<file path="src/rtl/point_in_tetrahedron_test_core_defines.svh">
// assertion macros used by the point-in-tetrahedron test rtl
`ifndef POINT_IN_TETRAHEDRON_TEST_CORE_DEFINES_SVH
`define POINT_IN_TETRAHEDRON_TEST_CORE_DEFINES_SVH

`ifndef SYNTHESIS
// checked only out of reset
`define PITT_ASSERT(lbl, prop, msg) \
	lbl: assert property (@(posedge clk) disable iff (!arst_n) prop) else $error(msg);
// checked at every edge, reset included
`define PITT_ASSERT_ALWAYS(lbl, prop, msg) \
	lbl: assert property (@(posedge clk) prop) else $error(msg);
`else
`define PITT_ASSERT(lbl, prop, msg)
`define PITT_ASSERT_ALWAYS(lbl, prop, msg)
`endif

`endif

</file>
<file path="src/rtl/pitt_pkg.sv">
// shared types, widths and codes of the point-in-tetrahedron test
`timescale 1ns / 1ps
package pitt_pkg;
	localparam int COORD_W = 24;
	localparam int DIFF_W  = COORD_W + 1;
	localparam int OP_W    = 27;
	localparam int PROD_W  = 2 * OP_W;
	localparam int SPLIT   = 26;
	localparam int M_W     = 2 * SPLIT;
	localparam int D_W     = 80;
	localparam int TOL_W   = 16;
	localparam int REF_W   = D_W + TOL_W;
	localparam int CMP_W   = REF_W + 4;
	localparam int OP_CW   = 4;

	localparam logic CMD_LOAD  = 1'b0;
	localparam logic CMD_QUERY = 1'b1;

	localparam logic REG_TOL = 1'b0;

	typedef struct packed {
		logic               cmd;
		logic [1:0]         slot;
		logic [COORD_W-1:0] x;
		logic [COORD_W-1:0] y;
		logic [COORD_W-1:0] z;
	} item_t;

	function automatic logic signed [DIFF_W-1:0] diff(input logic [COORD_W-1:0] a,
			input logic [COORD_W-1:0] b);
		return $signed({a[COORD_W-1], a}) - $signed({b[COORD_W-1], b});
	endfunction

	function automatic logic signed [OP_W-1:0] sx_op(input logic signed [DIFF_W-1:0] v);
		return {{(OP_W-DIFF_W){v[DIFF_W-1]}}, v};
	endfunction
endpackage

</file>
<file path="src/rtl/pitt_front.sv">
// front end: input transfer queue ahead of the compute engine
`timescale 1ns / 1ps
module pitt_front import pitt_pkg::*; (
	input  logic  clk,
	input  logic  arst_n,
	input  logic  in_valid,
	output logic  in_stall,
	input  item_t in_item,
	output logic  q_valid,
	output item_t q_item,
	input  logic  q_pop
);
	item_t      buf_q [2];
	logic       wr_q;
	logic       rd_q;
	logic [1:0] cnt_q;
	logic       push;

	assign in_stall = (cnt_q == 2'd2);
	assign push     = in_valid && !in_stall;
	assign q_valid  = (cnt_q != 2'd0);
	assign q_item   = buf_q[rd_q];

	always_ff @(posedge clk) begin
		if (push) begin
			buf_q[wr_q] <= in_item;
		end
	end

	always_ff @(posedge clk or negedge arst_n) begin
		if (!arst_n) begin
			wr_q  <= 1'b0;
			rd_q  <= 1'b0;
			cnt_q <= 2'd0;
		end else begin
			if (push) begin
				wr_q <= ~wr_q;
			end
			if (q_pop) begin
				rd_q <= ~rd_q;
			end
			cnt_q <= cnt_q + 2'(push) - 2'(q_pop);
		end
	end
endmodule

</file>
<file path="config.mk">
export PLATFORM = sky130hd
export DESIGN_NAME = pitt_front
export DESIGN_NICKNAME = d
export VERILOG_FILES = /design/src/rtl/point_in_tetrahedron_test_core_defines.svh /design/src/rtl/pitt_pkg.sv /design/src/rtl/pitt_front.sv
export SDC_FILE = /design/constraint.sdc
export NUM_CORES = 1
export LEC_CHECK = 0
export BUFFER_PORTS_ARGS = -buffer_cell sky130_fd_sc_hd__buf_2
export CAP_MARGIN = 10
export CORE_UTILIZATION = 45
export CTS_CLUSTER_SIZE = 10
export DETAILED_ROUTE_END_ITERATION = 7
export GPL_ROUTABILITY_DRIVEN = 0
export PLACE_DENSITY = 0.77
export RECOVER_POWER = 25
export SYNTH_ARGS = -nofsm -noshare
export SYNTH_HDL_FRONTEND = slang
export SYNTH_SLANG_ARGS = --single-unit
</file>
<file path="constraint.sdc">
create_clock -name clk -period 4.96 [get_ports clk]
set_input_delay 0.248 -clock clk [delete_from_list [all_inputs] [get_ports clk]]
set_output_delay 0.248 -clock clk [all_outputs]
set_load 0.05 [all_outputs]
</file>
* Word-level counts from Yosys, hierarchy flattened *
Memories as Yosys holds them, arrays and structs flattened.
Cells that the tools add are included.
W data, S select, Z words.

operators by class
  eq/ne operators = 1
  reductions and logical operators = 3
  mux-type cells = 2
  add/subtract/negate cells = 2
  bitwise operators = 2

operator list
  operator              count
  $add A2 B1 Y2         1
  $eq A2 B2 Y1 const B  1
  $mux W1               2
  $not A1 Y1            2
  $reduce_bool A2 Y1    1
  $sub A2 B1 Y2         1
  $logic_and A1 B1 Y1   1
  $logic_not A1 Y1      1

storage, ports and cells
  RAM bits = 150
  register bits = 4
  output and inout bits = 77
  memories = 1
  logic and storage cells = 14

memory list
  name   words  width  rd ports  clocked after Yosys merged registers in  write ports  RTL line          source
  buf_q  2      75     1         0                                        1            pitt_front.sv:13  item_t buf_q [2];

* Logic depth before layout (Yosys ltp) *
  depth in word-level cells = 5
  depth in mapped cells = 7
  mapped depth without buffers = 7

* Worst setup path before layout *
Ideal clock, no wire load.

  path type = register -> register
  start point = register cnt_q[1]
  end point = memory buf_q[0][0] (netlist bit) (enable)
  clock period less this slack = 4.227 ns
  arrival time = 3.719 ns
  path slack = 0.733 ns
  required time = 4.451 ns
  cell stages (with the launch flop) = 4
  cells stage by stage = dfrtp_1 nand2b_1 nand2_1 nor2_1

between the ends
  word-level cells in the longest chain between the ends = 5

ends and longest elaborated chain
  element                        RTL line          source
  start, declared                pitt_front.sv:16  logic [1:0] cnt_q;
  start signal, assigned         pitt_front.sv:42  cnt_q <= cnt_q + 2'(push) - 2'(q_pop);
  $eq A2 B2 Y1                   pitt_front.sv:19  assign in_stall = (cnt_q == 2'd2);
  $logic_not A1 Y1               pitt_front.sv:20  assign push = in_valid && !in_stall;
  $logic_and A1 B1 Y1            pitt_front.sv:20
  $mux W1                        pitt_front.sv:25  if (push) begin
  $mux W1 (implied by the code)  pitt_front.sv:26  buf_q[wr_q] <= in_item;
  end, declared                  pitt_front.sv:13

No other way between the ends.

==> impl_metrics.yaml <==
status:
  status: "completed"
placed_design:
  place_hpwl_um: 6230
  pre_cts_ws_ps: 2440
  portBuffers: 155
  dpl_cell_area_sq_mm: 0.00671
  dp.cells: 567
sta:
  finClkSkew_ps: 5.30
  fin_setup_tns_ps: 0
  finalMaxSlewViolations: 0
  rsz0062_at_grt: "false"
  period_minus_slack_ps: 2820
  period_share: 0.568
  fin_ws_ps: 2140
  tightest_slew_ps: 1070
  slew_headroom: 0.289
  hold_violations: 0
  max_freq_mhz: 355
  setup_viol: 0
logic_synthesis:
  ys_warn_count: 0
  async_reset_ff_frac: 0.0260
  syn_area_sq_mm: 0.00576
  avgSynthCellArea_sq_um: 23.0
  ys_types: 16
  yosysMostFrequentCell: "edfxtp_1"
  synthTopCellsByCount: "edfxtp_1 (150), mux2_4 (40), mux2_2 (35)"
  synth_edf_count: 150
  ys_seq_area_frac: 0.799
  yosys.area.top_type_share: 0.782
  syn_nets: 331
  netlist_top_cells_area: "edfxtp_1 (78%), mux2_4 (10%), mux2_2 (6.8%), dfrtp_1 (1.7%), buf_6 (0.78%)"
  yosys.area.top_type: "edfxtp_1"
  syn_inst: 250
  ys.flop_type: "edfxtp_1"
  ys_seq_elements: 154
clock_network:
  cts_tree: "built"
  clock-root-buffer: "clkbuf_16"
  clock_latency_ps: 410
  clk_pin_slew_ps: 60
  htreeDepth: 4
  cts_buffers: 17
  cts_max_path_buffers: 2
  ctsResizeCount: 0
  cts_sinks: 154
worst_hold_path:
  worstHoldEndpoint: "buf_q[1][1]"
  worstHoldStart: "in_item[1]"
  holdPathStages: 1
  hold_class: "input port to register"
worst_setup_path:
  r2r-end: "buf_q[0][7]"
  reg2reg_depth: 4
  rrSetupSlack_ps: 2490
  cp-end-kind: "output pin"
  critPathRequiredTime_ps: 4710
  criticalPathCategory: "register to output pin"
  start_kind: "register"
  r2r_start: "cnt_q[0]"
  critPathArrivalTime_ps: 2570
  critical_path.max_fanout: 41
drt:
  viasPerCell: 4.72
  dr.first_iter.drc_count: 116
  wl_per_cell_um: 16.0
  via_count: 2826
  drt-total-wl_um: 9610
  drc: 0
  firstDrtPassIters: 4
  drtAntennaViolNets: 0
final_layout:
  instances_no_fill: 599
  final_util: 0.593
  final_area_sq_mm: 0.00727
  area_growth_pct: 26.2
  drive_gt1_frac: 0.579
  nets: 500
floorplanning:
  io_pins: 156
  row_count: 40
  die_h_um: 115
  die_x_um: 115
  start_util: 0.470
  coreArea_sq_mm: 0.0123
  dieArea_sq_mm: 0.0133
power_and_ir_drop:
  p_leak_nw: 2.82
  p_switching_mw: 2.06
  p_sw_frac: 0.392
  peakVddDrop_uv: 414
  p_comb_frac: 0.395
  power_frac_clock: 0.235
  powerDensity_mw_per_mm2: 722
  internal_power_mw: 3.19
  p_seq_frac: 0.370
global_routing:
  grt_pass1_wl_um: 14400
  grt_pass1_vias: 2966
  grt_usage: 0.150
  overflow: 0
  antenna_found_initial: 1
  grt_max_degree: 76
run:
  cap_violations: 0
metal layers:
layer,global-route usage,share of wire,vias up
met5,0,0,-
met4,0.0693,0.014,0
met3,0.0506,0.064,12
met2,0.257,0.51,102
met1,0.169,0.41,1384
li1,-,-,1328
cells in the final DEF (no fill, tap or decap), drive strengths merged:
cell         synthesis  routed
edfxtp             150     150
buf                  8     144
mux2                75      75
clkbuf               0      32
clkinv               0       7
dfrtp                4       4
xnor2                3       3
bufinv               0       3
inv                  2       2
ha                   2       2
diode                0       1
nand2b               1       1
nand2                1       1
and3                 1       1
or2                  1       1
nor2                 1       1
xor2                 1       1
clkinvlp             0       1
dlygate4sd3          0       1
sequential cells by signal (all words and copies together), names as in the netlist:
name / cells
wr_q: 1
cnt_q: 2
rd_q: 1
buf_q: 150
cells by family after synthesis:
family,after synthesis,share of synthesized area
flops,154,0.799
mux,75,0.173
buf+inv,10,0.0130
simple gates,5,0.00456
xor+xnor,4,0.00608
fa+ha+maj,2,0.00434
critical path, cell delays in order (launching register included):
cell and delay (ps):
dfrtp_4 880, buf_4 590, mux2_2 410, buf_2 210
timing repair:
item                                   CTS  global route
hold buffers                             1             0
setup buffers                            0             0
endpoints found under the hold margin    4             0
how the worst max path moves through the flow:
| stage | from | depth (start not counted) | endpoint |
|---|---|---|---|
| after CTS | rd_q | 3 | q_item[68] |
| final | rd_q | 3 | q_item[68] |
| after floorplan | cnt_q[1] | 3 | buf_q[0][0] |
| after global routing | rd_q | 3 | q_item[68] |
| after global placement | cnt_q[1] | 4 | buf_q[0][24] |
| after detailed placement | cnt_q[0] | 4 | buf_q[0][8] |
layout make-up:
cell class              count  area [sq um]
diodes                      1          2.50
clock buffers              19           433
clock inverters            11           130
fillers                   904          4990
inverters                   2          7.51
multi-input cells          86          1090
flip-flops and latches    154          4610
well taps                 168           210
repair buffers            158           785
power by group through the flow:
stage	Clock (mW)	Combinational [mW]	Sequential, mW
6_report	1.24	2.07	1.94
4_1_cts	1.27	2.10	1.95
5_1_grt	1.31	2.16	1.98
2_1_floorplan	0	1.80	1.88
3_3_place_gp	0	2.07	1.95
3_5_place_dp	0	2.09	1.97
stage by stage:
stage	hold WS (ps)	total power [mW]
detailed placement	65.0	4.07
finish	29.1	5.25
global placement	56.7	4.03
CTS	3.54	5.31
floorplan	-47.6	3.68
global route	8.60	5.45
No activity file was read; power rests on OpenSTA's default activity.
