**config.mk**
```make
export PLATFORM = sky130hd
export DESIGN_NAME = pitt_back
export DESIGN_NICKNAME = d
export VERILOG_FILES = /design/src/rtl/pitt_pkg.sv /design/src/rtl/pitt_back.sv
export VERILOG_INCLUDE_DIRS = /design/src /design/src/rtl
export SDC_FILE = /design/constraint.sdc
export NUM_CORES = 2
export LEC_CHECK = 0
export ABC_AREA = 0
export BUFFER_PORTS_ARGS = -buffer_cell sky130_fd_sc_hd__buf_2
export CAP_MARGIN = 30
export CORE_MARGIN = 10
export CORE_UTILIZATION = 30
export DETAILED_ROUTE_END_ITERATION = 16
export GPL_TIMING_DRIVEN = 0
export SYNTH_ARGS = -nofsm -noshare
export SYNTH_HDL_FRONTEND = slang
export SYNTH_SLANG_ARGS = --single-unit
```
**constraint.sdc**
```tcl
create_clock -name clk -period 19.1 [get_ports clk]
set_clock_uncertainty 0.15 [all_clocks]
set_input_delay 0 -clock clk [delete_from_list [all_inputs] [get_ports clk]]
set_output_delay 0 -clock clk [all_outputs]
set_load 0.05 [all_outputs]
```
**src/rtl/point_in_tetrahedron_test_core_defines.svh**
```systemverilog
// assertion macros used by the point-in-tetrahedron test rtl
`ifndef POINT_IN_TETRAHEDRON_TEST_CORE_DEFINES_SVH
`define POINT_IN_TETRAHEDRON_TEST_CORE_DEFINES_SVH

`ifndef SYNTHESIS
// checked only out of reset
`define PITT_ASSERT(lbl, prop, msg) \
	lbl: assert property (@(posedge clk) disable iff (!arst_n) prop) else $error(msg);
// checked at every edge, reset included
`define PITT_ASSERT_ALWAYS(lbl, prop, msg) \
	lbl: assert property (@(posedge clk) prop) else $error(msg);
`else
`define PITT_ASSERT(lbl, prop, msg)
`define PITT_ASSERT_ALWAYS(lbl, prop, msg)
`endif

`endif

```
**src/rtl/pitt_pkg.sv**
```systemverilog
// shared types, widths and codes of the point-in-tetrahedron test
`timescale 1ns / 1ps
package pitt_pkg;
	localparam int COORD_W = 24;
	localparam int DIFF_W  = COORD_W + 1;
	localparam int OP_W    = 27;
	localparam int PROD_W  = 2 * OP_W;
	localparam int SPLIT   = 26;
	localparam int M_W     = 2 * SPLIT;
	localparam int D_W     = 80;
	localparam int TOL_W   = 16;
	localparam int REF_W   = D_W + TOL_W;
	localparam int CMP_W   = REF_W + 4;
	localparam int OP_CW   = 4;

	localparam logic CMD_LOAD  = 1'b0;
	localparam logic CMD_QUERY = 1'b1;

	localparam logic REG_TOL = 1'b0;

	typedef struct packed {
		logic               cmd;
		logic [1:0]         slot;
		logic [COORD_W-1:0] x;
		logic [COORD_W-1:0] y;
		logic [COORD_W-1:0] z;
	} item_t;

	function automatic logic signed [DIFF_W-1:0] diff(input logic [COORD_W-1:0] a,
			input logic [COORD_W-1:0] b);
		return $signed({a[COORD_W-1], a}) - $signed({b[COORD_W-1], b});
	endfunction

	function automatic logic signed [OP_W-1:0] sx_op(input logic signed [DIFF_W-1:0] v);
		return {{(OP_W-DIFF_W){v[DIFF_W-1]}}, v};
	endfunction
endpackage

```
**src/rtl/pitt_back.sv**
```systemverilog
// back end: vertex store and shared-multiplier volume sequencer
`timescale 1ns / 1ps
`include "point_in_tetrahedron_test_core_defines.svh"
module pitt_back import pitt_pkg::*; (
	input  logic             clk,
	input  logic             arst_n,
	input  logic             q_valid,
	input  item_t            q_item,
	output logic             q_pop,
	input  logic [TOL_W-1:0] tolerance,
	input  logic             res_ready,
	output logic             res_push,
	output logic             res_inside
);
	localparam logic [2:0] ST_IDLE   = 3'd0;
	localparam logic [2:0] ST_DET    = 3'd1;
	localparam logic [2:0] ST_WAIT   = 3'd2;
	localparam logic [2:0] ST_REF    = 3'd3;
	localparam logic [2:0] ST_DRAIN1 = 3'd4;
	localparam logic [2:0] ST_DRAIN2 = 3'd5;
	localparam logic [2:0] ST_DONE   = 3'd6;

	typedef struct packed {
		logic             vld;
		logic             is_ref;
		logic [2:0]       det;
		logic [OP_CW-1:0] op;
	} tag_t;

	logic [2:0]         state_q;
	logic [2:0]         det_q;
	logic [OP_CW-1:0]   op_q;
	logic [COORD_W-1:0] vtx_q [4][3];
	logic [COORD_W-1:0] qv_q [3];
	logic               inside_q;

	logic signed [M_W-1:0]    m_q [3];
	logic signed [D_W-1:0]    det_acc_q;
	logic [REF_W-1:0]         ref_q;
	logic signed [PROD_W-1:0] prod_s1;
	tag_t                     tag_s1;
	logic                     chk_s2;

	logic signed [DIFF_W-1:0] d1 [3], d2 [3], d3 [3], dq [3], e1 [3], e2 [3], e3 [3];
	logic signed [DIFF_W-1:0] va [3], vb [3], vc [3];
	logic signed [OP_W-1:0]   mul_a, mul_b;
	logic [D_W-1:0]           absv;
	logic [SPLIT-1:0]         chunk;
	logic                     issue;

	always_comb begin
		for (int k = 0; k < 3; k++) begin
			d1[k] = diff(vtx_q[1][k], vtx_q[0][k]);
			d2[k] = diff(vtx_q[2][k], vtx_q[0][k]);
			d3[k] = diff(vtx_q[3][k], vtx_q[0][k]);
			dq[k] = diff(qv_q[k], vtx_q[0][k]);
			e1[k] = diff(vtx_q[1][k], qv_q[k]);
			e2[k] = diff(vtx_q[2][k], qv_q[k]);
			e3[k] = diff(vtx_q[3][k], qv_q[k]);
		end
		case (det_q)
			3'd0: begin va = d1; vb = d2; vc = d3; end
			3'd1: begin va = e1; vb = e2; vc = e3; end
			3'd2: begin va = dq; vb = d2; vc = d3; end
			3'd3: begin va = d1; vb = dq; vc = d3; end
			default: begin va = d1; vb = d2; vc = dq; end
		endcase
	end

	assign absv  = det_acc_q[D_W-1] ? D_W'(-det_acc_q) : D_W'(det_acc_q);
	assign issue = (state_q == ST_DET) || (state_q == ST_REF);

	always_comb begin
		chunk = absv[SPLIT-1:0];
		case (op_q[1:0])
			2'd1:    chunk = absv[2*SPLIT-1:SPLIT];
			2'd2:    chunk = absv[3*SPLIT-1:2*SPLIT];
			default: chunk = absv[SPLIT-1:0];
		endcase
		mul_a = sx_op(vb[1]);
		mul_b = sx_op(vc[2]);
		if (state_q == ST_REF) begin
			mul_a = {{(OP_W-TOL_W){1'b0}}, tolerance};
			mul_b = {{(OP_W-SPLIT){1'b0}}, chunk};
		end else begin
			case (op_q)
				4'd0: begin mul_a = sx_op(vb[1]); mul_b = sx_op(vc[2]); end
				4'd1: begin mul_a = sx_op(vb[2]); mul_b = sx_op(vc[1]); end
				4'd2: begin mul_a = sx_op(vb[0]); mul_b = sx_op(vc[2]); end
				4'd3: begin mul_a = sx_op(vb[2]); mul_b = sx_op(vc[0]); end
				4'd4: begin mul_a = sx_op(vb[0]); mul_b = sx_op(vc[1]); end
				4'd5: begin mul_a = sx_op(vb[1]); mul_b = sx_op(vc[0]); end
				4'd6: begin mul_a = sx_op(va[0]); mul_b = {m_q[0][M_W-1], m_q[0][M_W-1:SPLIT]}; end
				4'd7: begin mul_a = sx_op(va[0]); mul_b = {1'b0, m_q[0][SPLIT-1:0]}; end
				4'd8: begin mul_a = sx_op(va[1]); mul_b = {m_q[1][M_W-1], m_q[1][M_W-1:SPLIT]}; end
				4'd9: begin mul_a = sx_op(va[1]); mul_b = {1'b0, m_q[1][SPLIT-1:0]}; end
				4'd10: begin mul_a = sx_op(va[2]); mul_b = {m_q[2][M_W-1], m_q[2][M_W-1:SPLIT]}; end
				4'd11: begin mul_a = sx_op(va[2]); mul_b = {1'b0, m_q[2][SPLIT-1:0]}; end
				default: begin mul_a = '0; mul_b = '0; end
			endcase
		end
	end

	assign q_pop      = (state_q == ST_IDLE) && q_valid;
	assign res_push   = (state_q == ST_DONE) && res_ready;
	assign res_inside = inside_q;

	// control sequencer and vertex store
	always_ff @(posedge clk or negedge arst_n) begin
		if (!arst_n) begin
			state_q <= ST_IDLE;
			det_q   <= 3'd0;
			op_q    <= '0;
			for (int i = 0; i < 4; i++) begin
				for (int k = 0; k < 3; k++) begin
					vtx_q[i][k] <= '0;
				end
			end
		end else begin
			case (state_q)
				ST_IDLE: begin
					if (q_valid) begin
						if (q_item.cmd == CMD_LOAD) begin
							vtx_q[q_item.slot][0] <= q_item.x;
							vtx_q[q_item.slot][1] <= q_item.y;
							vtx_q[q_item.slot][2] <= q_item.z;
						end else begin
							det_q   <= 3'd0;
							op_q    <= '0;
							state_q <= ST_DET;
						end
					end
				end
				ST_DET: begin
					if (op_q == 4'd11) begin
						op_q <= '0;
						if (det_q == 3'd0) begin
							state_q <= ST_WAIT;
						end else if (det_q == 3'd4) begin
							state_q <= ST_DRAIN1;
						end else begin
							det_q <= det_q + 1'b1;
						end
					end else begin
						op_q <= op_q + 1'b1;
					end
				end
				ST_WAIT: state_q <= ST_REF;
				ST_REF: begin
					if (op_q == 4'd2) begin
						op_q    <= '0;
						det_q   <= 3'd1;
						state_q <= ST_DET;
					end else begin
						op_q <= op_q + 1'b1;
					end
				end
				ST_DRAIN1: state_q <= ST_DRAIN2;
				ST_DRAIN2: state_q <= ST_DONE;
				ST_DONE: begin
					if (res_ready) begin
						state_q <= ST_IDLE;
					end
				end
				default: state_q <= ST_IDLE;
			endcase
		end
	end

	always_ff @(posedge clk or negedge arst_n) begin
		if (!arst_n) begin
			tag_s1 <= '0;
			chk_s2 <= 1'b0;
		end else begin
			tag_s1.vld    <= issue;
			tag_s1.is_ref <= (state_q == ST_REF);
			tag_s1.det    <= det_q;
			tag_s1.op     <= op_q;
			chk_s2        <= tag_s1.vld && !tag_s1.is_ref && (tag_s1.op == 4'd11)
				&& (tag_s1.det != 3'd0);
		end
	end

	// datapath: multiply, accumulate, compare
	always_ff @(posedge clk) begin
		logic signed [D_W-1:0]   pe_d;
		logic signed [D_W-1:0]   term;
		logic [REF_W-1:0]        pe_r;
		logic signed [CMP_W-1:0] s;
		pe_d = {{(D_W-PROD_W){prod_s1[PROD_W-1]}}, prod_s1};
		term = tag_s1.op[0] ? pe_d : (pe_d <<< SPLIT);
		pe_r = {{(REF_W-PROD_W){prod_s1[PROD_W-1]}}, prod_s1};
		s = ({{(CMP_W-D_W){det_acc_q[D_W-1]}}, det_acc_q} <<< TOL_W)
			+ $signed({{(CMP_W-REF_W){1'b0}}, ref_q});

		prod_s1 <= mul_a * mul_b;
		if (q_pop && q_item.cmd == CMD_QUERY) begin
			qv_q[0]  <= q_item.x;
			qv_q[1]  <= q_item.y;
			qv_q[2]  <= q_item.z;
			inside_q <= 1'b1;
		end else if (chk_s2 && s[CMP_W-1]) begin
			inside_q <= 1'b0;
		end
		if (tag_s1.vld) begin
			if (tag_s1.is_ref) begin
				case (tag_s1.op[1:0])
					2'd0:    ref_q <= pe_r;
					2'd1:    ref_q <= ref_q + (pe_r << SPLIT);
					default: ref_q <= ref_q + (pe_r << (2 * SPLIT));
				endcase
			end else begin
				case (tag_s1.op)
					4'd0, 4'd2, 4'd4: m_q[tag_s1.op[2:1]] <= prod_s1[M_W-1:0];
					4'd1, 4'd3, 4'd5: m_q[tag_s1.op[2:1]] <= m_q[tag_s1.op[2:1]]
						- prod_s1[M_W-1:0];
					4'd6:       det_acc_q <= term;
					4'd8, 4'd9: det_acc_q <= det_acc_q - term;
					default:    det_acc_q <= det_acc_q + term;
				endcase
			end
		end
	end

	`PITT_ASSERT(a_ref_after_wait, (state_q == ST_REF && op_q == '0) |-> $past(state_q) == ST_WAIT, "tolerance product started before reference volume settled")
	`PITT_ASSERT(a_chk_in_drain_or_det, chk_s2 |-> (state_q == ST_DET || state_q == ST_DRAIN2), "volume check outside of query sequence")
	`PITT_ASSERT_ALWAYS(a_no_pop_busy, q_pop |-> (state_q == ST_IDLE && !res_push), "queue popped while engine busy")
endmodule

```
After elaboration in Yosys (flattened, before gate mapping)
Memories as Yosys holds them, arrays and structs flattened.
Index checks and enable logic that the tools add are counted.
{"block": "word_totals", "regBits": 539, "out_inout_bits": 3, "word_cells": 193, "ramBits": 228, "mem_count": 2, "inputBits": 95}
{"block": "classes", "muxes": 51, "eq_ne": 41, "n_bitwise": 5, "n_mul": 1, "n_reduce_logical": 37, "magnitude_cmp": 2, "addsub": 30}
{"memory": "m_q", "depth": 3, "word_bits": 52, "read_ports": 4, "rd_ports_with_merged_regs": 0, "wr": 1, "line_no": "pitt_back.sv:37", "rtl": "logic signed [M_W-1:0] m_q [3];"}
{"memory": "qv_q", "depth": 3, "word_bits": 24, "read_ports": 3, "rd_ports_with_merged_regs": 0, "wr": 3, "line_no": "pitt_back.sv:34", "rtl": "logic [COORD_W-1:0] qv_q [3];"}
{"op": "288-bit bitwise mux", "n": 3}
{"op": "24-bit by 24-bit subtractor with 25-bit output", "n": 21}
{"op": "75-bit one-hot mux with 2 select lines", "n": 3}
{"op": "72-bit demux with 2-bit select", "n": 3}
{"op": "27-bit one-hot mux with 9 select lines", "n": 1}
{"op": "80-bit one-hot mux with 3 select lines", "n": 1}
{"op": "96-bit adder", "n": 2}
{"op": "96-bit one-hot mux with 2 select lines", "n": 1}
{"op": "27-bit one-hot mux with 6 select lines", "n": 1}
{"op": "96-bit by 97-bit adder with 98-bit output", "n": 1}
{"op": "80-bit adder", "n": 1}
{"op": "80-bit subtractor", "n": 1}
{"op": "79-bit 2-to-1 mux", "n": 1}
{"op": "78-bit 2-to-1 mux", "n": 1}
{"op": "78-bit negation", "n": 1}
{"op": "72-bit 2-to-1 mux", "n": 1}
{"op": "27-bit by 27-bit multiplier with 54-bit output", "n": 1}
{"op": "27-bit 2-to-1 mux", "n": 2}
{"op": "52-bit 2-to-1 mux", "n": 1}
{"op": "26-bit one-hot mux with 2 select lines", "n": 1}
{"op": "52-bit subtractor", "n": 1}
{"op": "48-bit 2-to-1 mux", "n": 1}
{"op": "3-bit 2-to-1 mux", "n": 12}
{"op": "4-bit by 3-bit == test with 1-bit output, second input constant", "n": 7}
{"op": "38 further kinds", "n": 98}

Longest topological paths before layout
{"block": "logic_depth", "depth_word": 8, "depth_mapped": 49, "mapped_depth_nobuf": 45}

Worst setup path before layout
Ideal clock, no wire load.
{"block": "synth_path", "kind": "register to register", "start": "register det_q[0]", "end": "register prod_s1[52]", "path_slack_ns": 7.209, "path_buffers": 5, "path_stages_with_launch": 46, "setup_ns": 0.127, "arrival_time_ns": 11.614, "period_less_slack_ns": 11.891, "required_time_ns": 18.823, "cell_sequence": "dfrtp_1 -> ha_1 -> ha_1 -> clkbuf_1 -> clkbuf_1 -> clkbuf_1 -> nor2_1 -> clkbuf_1 -> mux2_2 -> ha_1 -> inv_1 -> fa_1 -> a211oi_1 -> o211ai_1 -> a31o_2 -> a21o_1 -> a221oi_1 -> o21ai_0 -> [10 not listed] -> fa_1 -> inv_1 -> fa_1 -> fa_1 -> fa_1 -> fa_1 -> ha_1 -> a21oi_1 -> o211ai_1 -> nor3_1 -> a211oi_1 -> a2111oi_2 -> o21ai_0 -> a21oi_1 -> o21ai_0 -> a21oi_1 -> o21ai_0 -> xor2_1"}
{"block": "synth_between", "elab_chain_len": 6}
{"item": "start: declaration", "line_no": "pitt_back.sv:31", "rtl": "logic [2:0] det_q;"}
{"item": "start signal: assignment", "line_no": "pitt_back.sv:142", "rtl": "det_q <= det_q + 1'b1;"}
{"item": "3-bit by 2-bit == test with 1-bit output / 3-bit zero test (equally long branches)", "line_no": "pitt_back.sv:61", "rtl": "case (det_q)"}
{"item": "3-bit OR reduction (no source line)"}
{"item": "75-bit one-hot mux with 2 select lines", "line_no": "pitt_back.sv:61"}
{"item": "27-bit one-hot mux with 9 select lines", "line_no": "pitt_back.sv:86", "rtl": "case (op_q)"}
{"item": "27-bit 2-to-1 mux", "line_no": "pitt_back.sv:82", "rtl": "if (state_q == ST_REF) begin"}
{"item": "27-bit by 27-bit multiplier with 54-bit output *", "line_no": "pitt_back.sv:196", "rtl": "prod_s1 <= mul_a * mul_b;"}
{"item": "end signal: assignment", "line_no": "pitt_back.sv:196"}
{"item": "end: declaration", "line_no": "pitt_back.sv:40", "rtl": "logic signed [PROD_W-1:0] prod_s1;"}
Every way passes the cells marked *; elsewhere a longest branch is shown, timed or not.
A chain may end at the register's enable or synchronous reset.

Final worst setup path
{"block": "layout_path", "start": "register det_q[2]", "end": "register prod_s1[52]"}
Same word-level chain as after synthesis.

==> results.json <==
{
  "status": "finished clean",
  "first_pass_iters": 9,
  "crit_path_end_kind": "register",
  "finalCriticalPeriod_ns": 18.26,
  "drcViolationCount": 0,
  "drive_gt1_frac": 0.0775,
  "post_drt_wl_per_cell_um": 28.7,
  "antenna_found_initial": 42,
  "vias": 87400,
  "place.gp.congestion": 1.05,
  "crit_arrival_ns": 18.74,
  "core_um2": 315000,
  "synth-seq-area-share": 0.232,
  "cts_inserted_buffers": 99,
  "max-clock-path-buffers": 3,
  "boundaryPins": 98,
  "clock_latency_ns": 0.80,
  "ys_ff_latch": 803,
  "crit_path_frequent_cell": "fa_1",
  "final_hold_viol_count": 0,
  "path_max_fanout": 10,
  "finalCritPeriodShare": 0.956,
  "grt.overflow.total": 0,
  "cp.required_ns": 19.58,
  "cts_tree": "yes",
  "die_w_um": 582,
  "yosysTopAreaCellShare": 0.156,
  "vias_per_cell": 5.68,
  "synthTopCellsByArea": "fa_1, edfxtp_1, ha_1, dfrtp_1, inv_1",
  "synth_top_cell_by_area": "fa_1",
  "synth_area_um2": 94900,
  "async_flop_share": 0.384,
  "clkSinkCount": 803,
  "min_path_type": "in2reg",
  "fillerInstances": 32800,
  "setup_violations": 0,
  "routed_wl_um": 442000,
  "synth_cells": 10600,
  "crit_slowest_cell": "nor4_1",
  "hpwlAfterDp_um": 366000,
  "tightest_slew_ns": 1.25,
  "grt_max_degree": 107,
  "avgSynthCellArea_um2": 8.98,
  "rows": 206,
  "critPathMaxStageDelay_ns": 0.96,
  "fmax_ghz": 0.0548,
  "grt_first_pass_wirelength_um": 622000,
  "fin_nets": 12700,
  "utilization": 0.343,
  "htree_levels": 3,
  "rsz0062_at_grt": "no",
  "final_antenna_net_count": 0,
  "worstSetupStartpointType": "register",
  "synth_edf_count": 440,
  "yosysWarnings": 0,
  "die_h_um": 582,
  "dp.cells": 15000,
  "cap_viol_max_count": 0,
  "clk_pin_slew_ns": 0.06,
  "post_cts_buffers": 0,
  "max_slew_margin": 0.162,
  "mostFrequentLayoutCells": "inv_1, nand2_1, ha_1",
  "ys_types": 108,
  "synthFlopType": "edfxtp_1",
  "maxSlewViolCount": 0,
  "drtIter0Drc": 10500,
  "dieArea_um2": 339000,
  "stdcell_count": 15400,
  "grt_pass1_vias": 84600,
  "path_class": "reg2reg",
  "portBuffers": 97,
  "final_common_cell": "inv_1",
  "initial_core_util": 0.301,
  "groute.usage.overall": 0.250,
  "cts_root_buffer": "clkbuf_16",
  "syn_to_final_growth_pct": 14.0
}
-- flip-flops by register name (all words and copies together), names as in the netlist --
register,cells
prod_s1,54
chk_s2,1
qv_q,72
m_q,208
det_acc_q,80
tag_s1,9
det_q,3
vtx_q,288
res_inside,1
ref_q,80
op_q,4
state_q,3
-- metal layers --
metal  part of all wire  GRT usage  vias to the layer above  wire [um]
met5            0.00051          0                        -        225
met4              0.064      0.128                       32      28200
met3              0.096     0.0523                     1023      42400
met2               0.42      0.378                     4670     187000
met1               0.42      0.335                    43400     183000
li1                   -          -                    38400          -
-- area by class of cell --
type                    instances  area [um2]  share of cell area
flip-flops and latches        803       22000               0.204
repair buffers                415        4270              0.0395
clock buffers                 125        2730              0.0252
plain buffers                 493        1910              0.0177
inverters                    1096        4110              0.0380
clock inverters                61         688             0.00636
multi-input cells            8227       67200               0.621
well taps                    4160        5200              0.0481
diodes                         12        30.0            0.000278
-- cells by family (layout without fill, tap and decap cells) --
kind of cell    after synthesis  after routing  share of synthesized area
simple gates               2852           2852                      0.144
compound gates             2743           2743                      0.188
buf+inv                    1589           2190                     0.0635
fa+ha+maj                  1514           1514                      0.258
flops                       803            803                      0.232
xor+xnor                    613            613                     0.0567
mux                         453            453                     0.0576
other cells                   1             64                  0.0000395
-- synth_stat cells, types with 30 or more instances --
| master | instances |
|---|---|
| dfrtp_1 | 308 |
| and3_1 | 57 |
| inv_1 | 1091 |
| dfxtp_1 | 55 |
| or2_2 | 34 |
| o22ai_1 | 39 |
| a22oi_1 | 87 |
| and2_1 | 102 |
| or3_1 | 54 |
| nand2_1 | 1028 |
| o31ai_1 | 92 |
| o21bai_1 | 83 |
| fa_1 | 740 |
| buf_1 | 33 |
| o21ai_0 | 586 |
| xor2_1 | 264 |
| nand3_1 | 156 |
| a211oi_1 | 87 |
| a21oi_1 | 723 |
| nand2b_1 | 145 |
| clkbuf_1 | 430 |
| edfxtp_1 | 440 |
| nand4_1 | 116 |
| o31a_1 | 31 |
| nor3_1 | 177 |
| o211ai_1 | 57 |
| nor4_1 | 46 |
| nor2b_1 | 232 |
| mux2i_1 | 182 |
| mux2_2 | 219 |
| xnor2_1 | 348 |
| mux4_2 | 52 |
| a21o_1 | 313 |
| o21a_1 | 98 |
| a221oi_1 | 66 |
| ha_1 | 774 |
| a31oi_1 | 123 |
| a41oi_1 | 30 |
| o41ai_1 | 33 |
| nor2_1 | 601 |
-- worst paths after layout --
path,from,end,slack [ns],cells after the start
setup / recovery,det_q[2]$_DFFE_PN0P_,prod_s1[52]$_DFF_P_,0.84,47
hold / removal,q_item[44],vtx_q[188]$_DFFE_PN0P_,0.04,3
setup reg to reg,det_q[2]$_DFFE_PN0P_,prod_s1[52]$_DFF_P_,0.84,47
hold reg to reg,op_q[3]$_DFFE_PN0P_,tag_s1[3]$_DFF_PN0_,0.34,0
max in group asynchronous,arst_n,vtx_q[163]$_DFFE_PN0P_,17.51,5
min in group asynchronous,arst_n,vtx_q[271]$_DFFE_PN0P_,0.21,4
-- what timing repair did --
action	4_1_cts	5_1_grt
hold buffers	153	0
hold endpoints to repair	581	0
gates resized for setup	0	0
-- worst max-delay path, delay by kind of cell, from the launching register on --
kind / cells / cell delay [ns]
AOI/OAI and AO/OA: 13 / 3.59
xor gates and xnor gates: 1 / 0.44
adders and majority gates: 10 / 4.35
buffers and inverters: 13 / 5.15
DFF: 1 / 0.49
muxes: 2 / 0.64
and+or+nand+nor: 8 / 3.24
-- per-stage QoR --
step	instance area [um2]	hold WS [ns]	TNS, ns	setup WS [ns]
after CTS	108000	0.00110	0	1.56
after detailed placement	103000	-0.00187	0	1.60
after global routing	108000	0.0446	0	1.01
after floorplan	95000	-0.446	0	7.21
after global placement	101000	0.0853	-0.802	-0.311
final	108000	0.0404	0	0.837
Power is not shown: default switching activity piles up to over one toggle a cycle in this logic, so the estimate is an artifact.
